<file path="src/rtl/core/assert_macros.svh">
// ---------------------------------------------------------------------------
// Assertion macros
// Concurrent assertion wrappers shared by the RTL; empty under synthesis.
// ---------------------------------------------------------------------------
`ifndef ASSERT_MACROS_SVH
`define ASSERT_MACROS_SVH

`ifndef SYNTHESIS

// Property must hold at every rising edge outside reset.
`define ASSERT_AT(lbl, clk, rst_n, prop, msg) \
    lbl: assert property (@(posedge clk) disable iff (!rst_n) (prop)) else $error(msg);

// Expression must never be true at a rising edge outside reset.
`define ASSERT_NEVER(lbl, clk, rst_n, expr, msg) \
    lbl: assert property (@(posedge clk) disable iff (!rst_n) !(expr)) else $error(msg);

`else

`define ASSERT_AT(lbl, clk, rst_n, prop, msg)
`define ASSERT_NEVER(lbl, clk, rst_n, expr, msg)

`endif

`endif

</file>
<file path="src/rtl/core/rme_pkg.sv">
// ---------------------------------------------------------------------------
// Range median/EMA filter package
// Shared widths, reset values, register indexes and the step control struct.
// ---------------------------------------------------------------------------
`default_nettype none

package rme_pkg;

    localparam int DIST_W     = 16;
    localparam int OUT_W      = 21;
    localparam int CH_FIELD_W = 2;
    localparam int CH_CMP_W   = 4;
    localparam int CH_SEL_W   = 3;
    localparam int OFFSET_W   = 8;
    localparam int MASK_W     = 3;
    localparam int CFG_IDX_W  = 3;
    localparam int CFG_DATA_W = 8;
    localparam int CALC_W     = 32;

    localparam int WINDOW_TAPS_DEF   = 3;
    localparam int CHANNEL_COUNT_DEF = 3;
    localparam int FRACTION_BITS_DEF = 4;

    localparam logic [DIST_W-1:0]   RESET_MM     = 16'd2000;
    localparam logic [DIST_W-1:0]   INVALID_HIGH = 16'hFFFF;
    localparam logic [OFFSET_W-1:0] LEFT_OFFSET_RST  = 8'd0;
    localparam logic [OFFSET_W-1:0] FRONT_OFFSET_RST = 8'd30;
    localparam logic [OFFSET_W-1:0] RIGHT_OFFSET_RST = 8'd10;
    localparam logic [MASK_W-1:0]   CLAMP_MASK_RST   = 3'b010;

    typedef enum logic [CFG_IDX_W-1:0] {
        CFG_LEFT_OFFSET  = 3'd0,
        CFG_FRONT_OFFSET = 3'd1,
        CFG_RIGHT_OFFSET = 3'd2,
        CFG_CLAMP_MASK   = 3'd3
    } cfg_reg_t;

    typedef enum logic [CH_FIELD_W-1:0] {
        CH_LEFT  = 2'd0,
        CH_FRONT = 2'd1,
        CH_RIGHT = 2'd2
    } chan_name_t;

    // Control for one filter step, handed from the top level to the state.
    typedef struct packed {
        logic                advance;
        logic                in_range;
        logic                rejected;
        logic [CH_SEL_W-1:0] chan;
    } rme_step_t;

endpackage

`default_nettype wire

</file>
<file path="src/rtl/core/rme_median.sv">
// ---------------------------------------------------------------------------
// Median select
// Picks the middle value of a small window by ranking every tap in parallel.
// ---------------------------------------------------------------------------
`default_nettype none

module rme_median #(
    parameter int TAPS = rme_pkg::WINDOW_TAPS_DEF
) (
    input  wire logic [TAPS-1:0][rme_pkg::DIST_W-1:0] taps,
    output logic      [rme_pkg::DIST_W-1:0]           median
);
    import rme_pkg::*;

    localparam int RANK_W = $clog2(TAPS);
    localparam logic [RANK_W-1:0] MID_RANK = RANK_W'(TAPS / 2);

    logic [TAPS-1:0][RANK_W-1:0] rank;

    // Ties are broken by tap position, so every tap gets a distinct rank.
    always_comb begin
        rank = '0;
        for (int i = 0; i < TAPS; i++) begin
            for (int j = 0; j < TAPS; j++) begin
                if (j != i) begin
                    rank[i] = rank[i] + RANK_W'((taps[j] < taps[i]) ||
                                                ((taps[j] == taps[i]) && (j < i)));
                end
            end
        end
    end

    always_comb begin
        median = '0;
        for (int i = 0; i < TAPS; i++) begin
            if (rank[i] == MID_RANK) begin
                median = taps[i];
            end
        end
    end

endmodule

`default_nettype wire

</file>
<file path="src/rtl/core/rme_chan_state.sv">
// ---------------------------------------------------------------------------
// Channel state
// Per-channel held reading, median history and running average with update.
// ---------------------------------------------------------------------------
`default_nettype none

module rme_chan_state #(
    parameter int CHANNEL_COUNT = rme_pkg::CHANNEL_COUNT_DEF,
    parameter int WINDOW_TAPS   = rme_pkg::WINDOW_TAPS_DEF,
    parameter int FRACTION_BITS = rme_pkg::FRACTION_BITS_DEF
) (
    input  wire logic                                      aclk,
    input  wire logic                                      aresetn,
    input  wire rme_pkg::rme_step_t                        step,
    input  wire logic [rme_pkg::DIST_W-1:0]                raw_mm,
    output logic      [rme_pkg::DIST_W-1:0]                held_new,
    output logic      [rme_pkg::DIST_W+FRACTION_BITS-1:0]  avg_new
);
    import rme_pkg::*;

    localparam int AVG_W    = DIST_W + FRACTION_BITS;
    localparam int HIST_LEN = WINDOW_TAPS - 1;
    localparam int CH_IDX_W = (CHANNEL_COUNT > 1) ? $clog2(CHANNEL_COUNT) : 1;
    localparam logic [AVG_W-1:0] AVG_RST = AVG_W'(RESET_MM) << FRACTION_BITS;

    logic [DIST_W-1:0] held_reg [CHANNEL_COUNT];
    logic [HIST_LEN-1:0][DIST_W-1:0] hist_reg [CHANNEL_COUNT];
    logic [AVG_W-1:0]  avg_reg  [CHANNEL_COUNT];

    logic [CH_IDX_W-1:0]                 sel;
    logic [WINDOW_TAPS-1:0][DIST_W-1:0]  taps;
    logic [DIST_W-1:0]                   median;
    logic [AVG_W:0]                      avg_sum;

    // Out-of-range channels read entry zero; the top level discards the result.
    assign sel      = step.in_range ? step.chan[CH_IDX_W-1:0] : '0;
    assign held_new = step.rejected ? held_reg[sel] : raw_mm;

    always_comb begin
        taps[0] = held_new;
        for (int k = 0; k < HIST_LEN; k++) begin
            taps[k+1] = hist_reg[sel][k];
        end
    end

    rme_median #(
        .TAPS(WINDOW_TAPS)
    ) u_median (
        .taps  (taps),
        .median(median)
    );

    assign avg_sum = (AVG_W+1)'(avg_reg[sel]) + ((AVG_W+1)'(median) << FRACTION_BITS);
    assign avg_new = avg_sum[AVG_W:1];

    always_ff @(posedge aclk) begin
        if (!aresetn) begin
            for (int c = 0; c < CHANNEL_COUNT; c++) begin
                held_reg[c] <= RESET_MM;
                avg_reg[c]  <= AVG_RST;
                for (int k = 0; k < HIST_LEN; k++) begin
                    hist_reg[c][k] <= RESET_MM;
                end
            end
        end else if (step.advance && step.in_range) begin
            held_reg[sel]    <= held_new;
            avg_reg[sel]     <= avg_new;
            hist_reg[sel][0] <= held_new;
            for (int k = 1; k < HIST_LEN; k++) begin
                hist_reg[sel][k] <= hist_reg[sel][k-1];
            end
        end
    end

endmodule

`default_nettype wire

</file>
<file path="src/rtl/core/range_median_ema_filter_core.sv">
// ---------------------------------------------------------------------------
// Range median/EMA filter core
// Conditions range readings: rejection, 3-tap median, alpha-1/2 average,
// per-channel offset and optional clamp at zero.
// ---------------------------------------------------------------------------
//
//   Channel   Prefix   Direction   Carries
//   input     s_       in          channel, raw distance, timeout flag
//   result    m_       out         filtered distance, held reading, reject flag
//   config    cfg_     in          register index and write data
//
// One request is accepted per clock while the output is not stalled; a request
// passes the input register, then the result register, before reaching m_valid.
// The channel state is read and written in the same cycle the result is
// registered, so consecutive requests for one channel need no spacing.
// When the result register is full and m_ready is low, the input register
// holds and s_ready drops once it is occupied as well.
// Synchronous active-low reset restores all channel state, the configuration
// registers and the valid flags to their defaults; no clearing pass follows.
// ---------------------------------------------------------------------------
`default_nettype none

`include "assert_macros.svh"

module range_median_ema_filter_core #(
    parameter int CHANNEL_COUNT = rme_pkg::CHANNEL_COUNT_DEF,
    parameter int WINDOW_TAPS   = rme_pkg::WINDOW_TAPS_DEF,
    parameter int FRACTION_BITS = rme_pkg::FRACTION_BITS_DEF
) (
    input  wire logic                               aclk,
    input  wire logic                               aresetn,

    input  wire logic                               s_valid,
    output logic                                    s_ready,
    input  wire logic [rme_pkg::CH_FIELD_W-1:0]     s_channel,
    input  wire logic [rme_pkg::DIST_W-1:0]         s_raw_distance_mm,
    input  wire logic                               s_timed_out,

    output logic                                    m_valid,
    input  wire logic                               m_ready,
    output logic signed [rme_pkg::OUT_W-1:0]        m_filtered_distance,
    output logic      [rme_pkg::DIST_W-1:0]         m_last_valid_mm,
    output logic                                    m_reading_rejected,

    input  wire logic                               cfg_valid,
    output logic                                    cfg_ready,
    input  wire logic [rme_pkg::CFG_IDX_W-1:0]      cfg_index,
    input  wire logic [rme_pkg::CFG_DATA_W-1:0]     cfg_data
);
    import rme_pkg::*;

    localparam int AVG_W = DIST_W + FRACTION_BITS;

    // Configuration registers.
    logic [OFFSET_W-1:0] left_offset_reg;
    logic [OFFSET_W-1:0] front_offset_reg;
    logic [OFFSET_W-1:0] right_offset_reg;
    logic [MASK_W-1:0]   clamp_mask_reg;

    // Input register.
    logic                  in_valid_reg;
    logic [CH_FIELD_W-1:0] in_channel_reg;
    logic [DIST_W-1:0]     in_raw_reg;
    logic                  in_timed_out_reg;

    // Result register.
    logic                  out_valid_reg;
    logic [OUT_W-1:0]      out_filtered_reg;
    logic [DIST_W-1:0]     out_last_valid_reg;
    logic                  out_rejected_reg;

    logic                  advance;
    logic [CH_CMP_W-1:0]   ch_ext;
    logic                  in_range;
    logic                  rejected;
    rme_step_t             step;
    logic [DIST_W-1:0]     held_new;
    logic [AVG_W-1:0]      avg_new;
    logic [OFFSET_W-1:0]   offset_sel;
    logic                  clamp_en;
    logic signed [CALC_W-1:0] diff;
    logic [OUT_W-1:0]      out_filtered_next;
    logic [DIST_W-1:0]     out_last_valid_next;

    // The held item moves to the result register whenever that register is
    // empty or being drained this cycle.
    assign advance   = in_valid_reg && (!out_valid_reg || m_ready);
    assign s_ready   = !in_valid_reg || advance;
    assign cfg_ready = 1'b1;

    always_ff @(posedge aclk) begin
        if (!aresetn) begin
            left_offset_reg  <= LEFT_OFFSET_RST;
            front_offset_reg <= FRONT_OFFSET_RST;
            right_offset_reg <= RIGHT_OFFSET_RST;
            clamp_mask_reg   <= CLAMP_MASK_RST;
        end else if (cfg_valid) begin
            unique case (cfg_reg_t'(cfg_index))
                CFG_LEFT_OFFSET:  left_offset_reg  <= cfg_data;
                CFG_FRONT_OFFSET: front_offset_reg <= cfg_data;
                CFG_RIGHT_OFFSET: right_offset_reg <= cfg_data;
                CFG_CLAMP_MASK:   clamp_mask_reg   <= cfg_data[MASK_W-1:0];
                default: begin
                    // Indexes past the register list are ignored.
                end
            endcase
        end
    end

    always_ff @(posedge aclk) begin
        if (!aresetn) begin
            in_valid_reg <= 1'b0;
        end else if (s_valid && s_ready) begin
            in_valid_reg <= 1'b1;
        end else if (advance) begin
            in_valid_reg <= 1'b0;
        end
    end

    always_ff @(posedge aclk) begin
        if (s_valid && s_ready) begin
            in_channel_reg   <= s_channel;
            in_raw_reg       <= s_raw_distance_mm;
            in_timed_out_reg <= s_timed_out;
        end
    end

    // A reading is rejected on timeout or on either out-of-band code.
    assign ch_ext   = CH_CMP_W'(in_channel_reg);
    assign in_range = ch_ext < CH_CMP_W'(CHANNEL_COUNT);
    assign rejected = in_timed_out_reg || (in_raw_reg == '0) || (in_raw_reg == INVALID_HIGH);

    always_comb begin
        step.advance  = advance;
        step.in_range = in_range;
        step.rejected = rejected;
        step.chan     = ch_ext[CH_SEL_W-1:0];
    end

    rme_chan_state #(
        .CHANNEL_COUNT(CHANNEL_COUNT),
        .WINDOW_TAPS  (WINDOW_TAPS),
        .FRACTION_BITS(FRACTION_BITS)
    ) u_chan_state (
        .aclk    (aclk),
        .aresetn (aresetn),
        .step    (step),
        .raw_mm  (in_raw_reg),
        .held_new(held_new),
        .avg_new (avg_new)
    );

    // Only the three named channels have an offset and a clamp bit.
    always_comb begin
        unique case (chan_name_t'(in_channel_reg))
            CH_LEFT: begin
                offset_sel = left_offset_reg;
                clamp_en   = clamp_mask_reg[0];
            end
            CH_FRONT: begin
                offset_sel = front_offset_reg;
                clamp_en   = clamp_mask_reg[1];
            end
            CH_RIGHT: begin
                offset_sel = right_offset_reg;
                clamp_en   = clamp_mask_reg[2];
            end
            default: begin
                offset_sel = '0;
                clamp_en   = 1'b0;
            end
        endcase
    end

    assign diff = $signed(CALC_W'(avg_new)) -
                  $signed(CALC_W'(offset_sel) << FRACTION_BITS);

    always_comb begin
        if (!in_range) begin
            out_filtered_next   = '0;
            out_last_valid_next = '0;
        end else if (clamp_en && (diff < 0)) begin
            out_filtered_next   = '0;
            out_last_valid_next = held_new;
        end else begin
            out_filtered_next   = diff[OUT_W-1:0];
            out_last_valid_next = held_new;
        end
    end

    always_ff @(posedge aclk) begin
        if (!aresetn) begin
            out_valid_reg <= 1'b0;
        end else if (advance) begin
            out_valid_reg <= 1'b1;
        end else if (m_ready) begin
            out_valid_reg <= 1'b0;
        end
    end

    always_ff @(posedge aclk) begin
        if (advance) begin
            out_filtered_reg   <= out_filtered_next;
            out_last_valid_reg <= out_last_valid_next;
            out_rejected_reg   <= rejected || !in_range;
        end
    end

    assign m_valid             = out_valid_reg;
    assign m_filtered_distance = $signed(out_filtered_reg);
    assign m_last_valid_mm     = out_last_valid_reg;
    assign m_reading_rejected  = out_rejected_reg;

    // An accepted reading always leaves a valid, in-band held value.
    `ASSERT_AT(a_held_in_band, aclk, aresetn, (out_valid_reg && !out_rejected_reg) |-> ((out_last_valid_reg != '0) && (out_last_valid_reg != INVALID_HIGH)), "accepted reading produced out-of-band held value")

    // Back-pressure reaches the input only when both registers are full.
    `ASSERT_AT(a_ready_only_when_full, aclk, aresetn, !s_ready |-> (in_valid_reg && out_valid_reg && !m_ready), "input stalled without a full pipeline")

    // A held request with an empty result register reaches it in the next cycle.
    `ASSERT_AT(a_advance_fills_output, aclk, aresetn, (in_valid_reg && !out_valid_reg) |=> out_valid_reg, "held request did not reach the result register")

    // Clamped channels never present a negative distance.
    `ASSERT_NEVER(a_clamp_non_negative, aclk, aresetn, advance && in_range && clamp_en && out_filtered_next[OUT_W-1], "clamped channel produced negative output")

endmodule

`default_nettype wire
</file>
<file path="config.mk">
export PLATFORM = sky130hd
export DESIGN_NAME = range_median_ema_filter_core
export DESIGN_NICKNAME = d
export VERILOG_FILES = /design/src/rtl/core/rme_pkg.sv /design/src/rtl/core/rme_median.sv /design/src/rtl/core/rme_chan_state.sv /design/src/rtl/core/range_median_ema_filter_core.sv
export VERILOG_INCLUDE_DIRS = /design/src /design/src/rtl/core
export SDC_FILE = /design/constraint.sdc
export NUM_CORES = 1
export LEC_CHECK = 0
export BUFFER_PORTS_ARGS = -buffer_cell sky130_fd_sc_hd__buf_4
export CORE_MARGIN = 3
export CORE_UTILIZATION = 62
export DETAILED_ROUTE_END_ITERATION = 16
export PLACE_DENSITY = 0.8
export SETUP_SLACK_MARGIN = 0.5
export SLEW_MARGIN = 20
export SYNTH_ARGS = -nofsm -noshare
export SYNTH_HDL_FRONTEND = slang
export SYNTH_HIERARCHICAL = 1
export SYNTH_SLANG_ARGS = --single-unit
</file>
<file path="constraint.sdc">
create_clock -name aclk -period 9.83 [get_ports aclk]
set_input_delay 0.4915 -clock aclk [delete_from_list [all_inputs] [get_ports aclk]]
set_output_delay 0.4915 -clock aclk [all_outputs]
set_load 0.005 [all_outputs]
</file>
Word level (Yosys, flattened, before mapping)
Memory sizes are Yosys's and may differ from the RTL's. Cells that the tools add are included.

Add/sub/neg operators: 5. Magnitude comparators: 8. Eq/ne operators: 12. Multiplexer cells: 24. Bitwise logic cells: 1. Reductions and logical operators: 28.

Operator list (number): 16-bit < comparator (6); 16-bit 2-to-1 mux (5); 16-bit equality test (3); 32-bit 2-to-1 mux (1); 32-bit OR reduction (1); 8-bit one-hot mux with 3 select lines (1); 20-bit by 20-bit adder with 21-bit output (1); 21-bit by 1-bit < comparator with 1-bit output (second input constant) (1); 20-bit by 12-bit subtractor with 21-bit output (1); 20-bit 2-to-1 mux (1); 20-bit OR reduction (1); 16-bit equality test (second input constant) (1); 16-bit zero test (1); 16-bit OR reduction (1); 1-bit 2-to-1 mux (11); 2-bit by 1-bit equality test with 1-bit output (second input constant) (4); 1-bit logical OR (8); 2-bit 2-to-1 mux (4); 2-bit AND reduction (4); 1-bit by 1-bit adder with 2-bit output (3); 3-bit by 2-bit equality test with 1-bit output (second input constant) (2); 1-bit logical AND (4); 2-bit nonzero test (2); 3-bit by 1-bit equality test with 1-bit output (second input constant) (1); other kinds (8) (10).

Flip-flop bits (word level): 86. Memory bits (writable): 204. Input port bits: 35. Output and inout port bits: 41. Logic and storage cells: 93. Memories kept: 3.

Memory list: u_chan_state.hist_reg (depth 3, bits a word 32, rd ports 1, clocked after Yosys merged registers in 0, wr ports 3, RTL line rme_chan_state.sv:27) `logic [HIST_LEN-1:0][DIST_W-1:0] hist_reg [CHANNEL_COUNT];`; u_chan_state.avg_reg (depth 3, bits a word 20, rd ports 1, clocked after Yosys merged registers in 0, wr ports 3, RTL line rme_chan_state.sv:28) `logic [AVG_W-1:0] avg_reg [CHANNEL_COUNT];`; u_chan_state.held_reg (depth 3, bits a word 16, rd ports 1, clocked after Yosys merged registers in 0, wr ports 3, RTL line rme_chan_state.sv:26) `logic [DIST_W-1:0] held_reg [CHANNEL_COUNT];`.

Longest topological paths before layout
Depth in word-level cells: 15. Depth in mapped cells: 37. Depth with buffers taken out: 32.

Modules after synthesis
Netlist, hierarchy kept.

Modules (own cells, without submodules): rme_chan_state (instances 1, cells each 1046, area an instance 12456.9 µm²); range_median_ema_filter_core (instances 1, cells each 353, area an instance 3893.7 µm²); rme_median (instances 1, cells each 213, area an instance 1630.3 µm²).

Worst setup path after synthesis
OpenSTA, ideal clock, no wires.

Path kind: flip-flop to flip-flop. Start point: register in_channel_reg[1]. End point: register out_filtered_reg[17] (netlist: m_filtered_distance[17]), data pin. Arrival time: 6957 ps. Data required time: 9566 ps. Path slack: 2610 ps. Cell stages (with the launch flop): 35. Cells stage by stage: edfxtp_1 > and2_1 > clkbuf_1 > inv_1 > clkbuf_1 > buf_4 > nand2_1 > o22ai_1 > a21oi_1 > mux2i_1 > inv_1 > ha_1 > nand4_1 > nor4_2 > nor2_1 > or2_4 > xor2_2 > a22oi_1 > a21oi_1 > ha_1 > inv_1 > fa_1 > nand2b_1 > a21o_1 > a21o_1 > nand2_1 > xnor2_1 > inv_1 > ha_1 > clkbuf_1 > a21o_1 > o41ai_4 > a31o_2 > buf_4 > a21oi_1.

RTL lines: start: declaration (RTL line range_median_ema_filter_core.sv:62) `logic [CH_FIELD_W-1:0] in_channel_reg;`; start signal: assignment (RTL line range_median_ema_filter_core.sv:122) `in_channel_reg <= s_channel;`; end signal: assignment (RTL line range_median_ema_filter_core.sv:203) `out_filtered_reg <= out_filtered_next;`; end: declaration (RTL line range_median_ema_filter_core.sv:68) `logic [OUT_W-1:0] out_filtered_reg;`.

Worst setup path in the final report
Start point: register in_channel_reg[1]. End point: register out_filtered_reg[19] (netlist: m_filtered_distance[19]), data pin.

Word-level cells in the longest chain between the ends: 15. Elaborated cells between the ends (all ways): 38.

RTL lines: 2-bit < comparator (RTL line range_median_ema_filter_core.sv:130) `assign in_range = ch_ext < CH_CMP_W'(CHANNEL_COUNT);`; 2-bit 2-to-1 mux (*) (RTL line rme_chan_state.sv:36) `assign sel = step.in_range ? step.chan[CH_IDX_W-1:0] : '0;`; memory read 3 x 16 bit (*); 16-bit 2-to-1 mux (*) (RTL line rme_chan_state.sv:37) `assign held_new = step.rejected ? held_reg[sel] : raw_mm;`; named net held_new[6] (RTL line range_median_ema_filter_core.sv:77) `logic [DIST_W-1:0] held_new;`; 16-bit < comparator / 16-bit equality test (equally long branches) (RTL line rme_median.sv:26, rme_median.sv:27); 1-bit by 1-bit adder with 2-bit output / 1-bit logical OR (equally long branches) (RTL line rme_median.sv:26) `rank[i] = rank[i] + RANK_W'((taps[j] < taps[i]) ||`; 2-bit by 1-bit equality test with 1-bit output / 1-bit by 1-bit adder with 2-bit output (equally long branches) (RTL line rme_median.sv:36, rme_median.sv:26); [2 not listed]; 16-bit 2-to-1 mux (*) (RTL line rme_median.sv:36) `if (rank[i] == MID_RANK) begin`; named net u_chan_state.median[0] (RTL line rme_chan_state.sv:32) `logic [DIST_W-1:0] median;`; 20-bit by 20-bit adder with 21-bit output (*) (RTL line rme_chan_state.sv:53) `assign avg_sum = (AVG_W+1)'(avg_reg[sel]) + ((AVG_W+1)'(median) << FRACTION_BITS);`; named net avg_new[13] (RTL line range_median_ema_filter_core.sv:78) `logic [AVG_W-1:0] avg_new;`; 20-bit by 12-bit subtractor with 21-bit output (*) (RTL line range_median_ema_filter_core.sv:175) `assign diff = $signed(CALC_W'(avg_new)) -`; 21-bit by 1-bit < comparator with 1-bit output (RTL line range_median_ema_filter_core.sv:182) `end else if (clamp_en && (diff < 0)) begin`; 1-bit logical AND (RTL line range_median_ema_filter_core.sv:182); 2-bit OR reduction (no source line).

The timed path passes the listed nets; every way through them passes the cells marked *. A chain may end at the register's enable or synchronous reset.

==> run summary <==
The fmax came out at 113 MHz. The number of global-route vias before repair came out at 13100. The worst-case vdd ir drop is 0.430 mV. The top cell types in the final layout, fill and taps aside, are 325 x edfxtp_1, 204 x nor2_1, 186 x nand2_1. The wire length reported by the detailed router is 47.3 mm. The number of nets with antenna violations after routing came out at 0. The count of pins over their slew limit was 0. Leaving out filler cells and counting taps, the final layout contains 2065. The instance count after placement with tap cells included is 1996. The vertical extent of the die came out at 176 µm. Setup repair after global routing left no endpoint under its margin.

The run finished with clean final reports. The delay contributed by the slowest stage of the critical path is 0.62 ns. STA classifies the critical path startpoint as a flop.

The slew of the pin with the lowest slew margin is 1.05 ns. The clock passes through at most 3 buffers. The detail-routed net length per standard cell is 22.9 µm. The total half-perimeter wirelength after legalization and detailed placement is 31.3 mm. The global-route usage over all layers is 0.303. The cell with the largest stage delay on the worst path is clkinvlp_4. For the final routed database, the setup TNS stands at 0 ns. STA classifies the critical path endpoint as a flop. The count of endpoints failing hold in the final timing report came out at 0.

The clock latency on the worst-skew pair came out at 0.54 ns. The number of flip-flops under the largest register name is 128. The clock-pin slew reported for the worst setup and hold paths after clock tree synthesis is 0.06 ns.

The count of H-tree levels built during CTS came out at 2. The number of fillers in the final layout is 1964. For this run, the detailed router's first-pass iteration total came to 6. 0 antenna diodes ended up in the layout.

The worst clock skew is 0.0247 ns. In the routed layout, each cell is associated on average with a via count of 6.40. The normalized max-slew margin is 0.301. After global routing the overflow that remains totals 0.

The total setup violations reported at the end of the flow came out at 0. The post-synthesis cell count is 1611. The initial detailed-routing violation count came out at 1572. The critical path is of the reg2reg type. The number of antenna violations at the first check in global routing is 0. The number of maximum-capacitance constraint violations came out at 0.

The worst endpoint data arrival time is 9.24 ns. The effective utilization at floorplan came out at 0.638. The region available for standard cell placement spans 28200 µm². The count of clock tree sinks is 354.

During placement, the flow inserted port buffers numbering 74. In the final design database the tool counted 1768 nets. The number of hold-repair buffers added at the cts stage is 0. The final route contains 13200 vias. TritonCTS built the clock tree. The final cycle utilization of the critical path came out at 0.900. In this run the worst hold path is classified as in2reg. The library cell used most frequently in the layout, excluding fill and tap cells, is edfxtp_1. The floorplan has 61 rows. The post-layout minimum cycle time is 8.85 ns.

For the worst setup path, the data required time is 10.22 ns. In this run the worst path has a maximum fanout of 33. The total number of yosys warnings came out at 6.

The post-synthesis average cell area is 11.2 µm². The pin count of the biggest net entering global routing is 129. The tree is rooted in a clkbuf_16. The floorplan die area is 31100 µm². The number of nets handed over by synthesis was 1721. In this run the horizontal extent of the chip is 176 µm.

The area growth from synthesis to final layout came out at 11.5%. The number of buffers and inverters on the critical path is 6. The cell area that synthesis handed to floorplanning was 18000 µm². The final estimated routing congestion in global placement came out at 0.982.

In this run the static leakage power is 7.45 nW. The kind of cell with the highest combined delay along the critical path is simple AND/OR/NAND/NOR gates. The number of remaining DRC errors is 0. The total power divided by cell area came out at 251 nW/µm². Of the cells placed in the final design, the portion with a size suffix greater than 1 is 0.149. The first global-routing pass estimated 72.4 mm of wire.

Pin placement for this block handled 76 I/O pins. The number of clock buffers inserted by TritonCTS is 38.
report_power, final:
group / switching [mW] / leakage (nW) / internal (mW) / total [mW]
clock network: 0.582 / 0.608 / 0.846 / 1.43
logic: 1.15 / 3.60 / 0.632 / 1.78
registers: 0.0297 / 3.24 / 1.79 / 1.82
per-layer routing:
| metal | track usage | part of all wire | vias to the layer above |
|---|---|---|---|
| met4 | 0.136 | 0.047 | 0 |
| li1 | - | - | 5940 |
| met5 | 0 | 0 | - |
| met1 | 0.403 | 0.39 | 6423 |
| met2 | 0.499 | 0.47 | 703 |
| met3 | 0.0447 | 0.088 | 145 |
worst paths after layout:
kind                                                 startpoint                                    end  slack (ns)  cells past startpoint
worst min register to register  left_offset_reg[6]$_SDFFE_PN0P_        left_offset_reg[6]$_SDFFE_PN0P_        0.46                      2
worst max register to register      in_channel_reg[1]$_DFFE_PP_  m_filtered_distance[19]$_SDFFCE_PP0P_        0.98                     30
worst max-delay path                in_channel_reg[1]$_DFFE_PP_  m_filtered_distance[19]$_SDFFCE_PP0P_        0.98                     30
worst min-delay path                       s_raw_distance_mm[1]                in_raw_reg[1]$_DFFE_PP_        0.13                      1
metrics by stage:
| step | hold WS, ns | worst slack [ns] | util | total power [mW] | cell area (µm²) |
|---|---|---|---|---|---|
| CTS | 0.119 | 0.635 | 0.710 | 5.00 | 20000 |
| detailed placement | 0.456 | 0.691 | 0.666 | 3.57 | 18800 |
| finish | 0.132 | 0.981 | 0.712 | 5.03 | 20000 |
| global route | 0.126 | 0.501 | 0.712 | 5.26 | 20000 |
| global placement | 0.449 | 1.09 | 0.666 | 3.52 | 18800 |
| floorplan | 0.440 | 2.61 | - | 3.11 | 18000 |
layout make-up:
type	instances	area (µm²)	share of cell area
clock inverter	21	234	0.0117
multi-input combinational	1049	6750	0.337
sequential	354	10300	0.516
timing repair buffer	105	812	0.0405
tap	378	473	0.0236
inverter	110	419	0.0209
clock buffer	48	1020	0.0509
worst register-to-register path: cells and delay by family (launching register included):
kind / cells / cell delay, ns
AND/OR/NAND/NOR: 12 / 3.14
AO/OA/AOI/OAI: 9 / 2.17
buffers and inverters: 6 / 2.07
adder cells (fa/ha/maj): 3 / 0.99
flip-flops: 1 / 0.33
repair_timing:
item                       in CTS  in global routing
gates resized for setup         0                 10
setup endpoints to repair       0                 21
setup buffers                   0                  0
No activity file was read; power rests on OpenSTA's default activity.
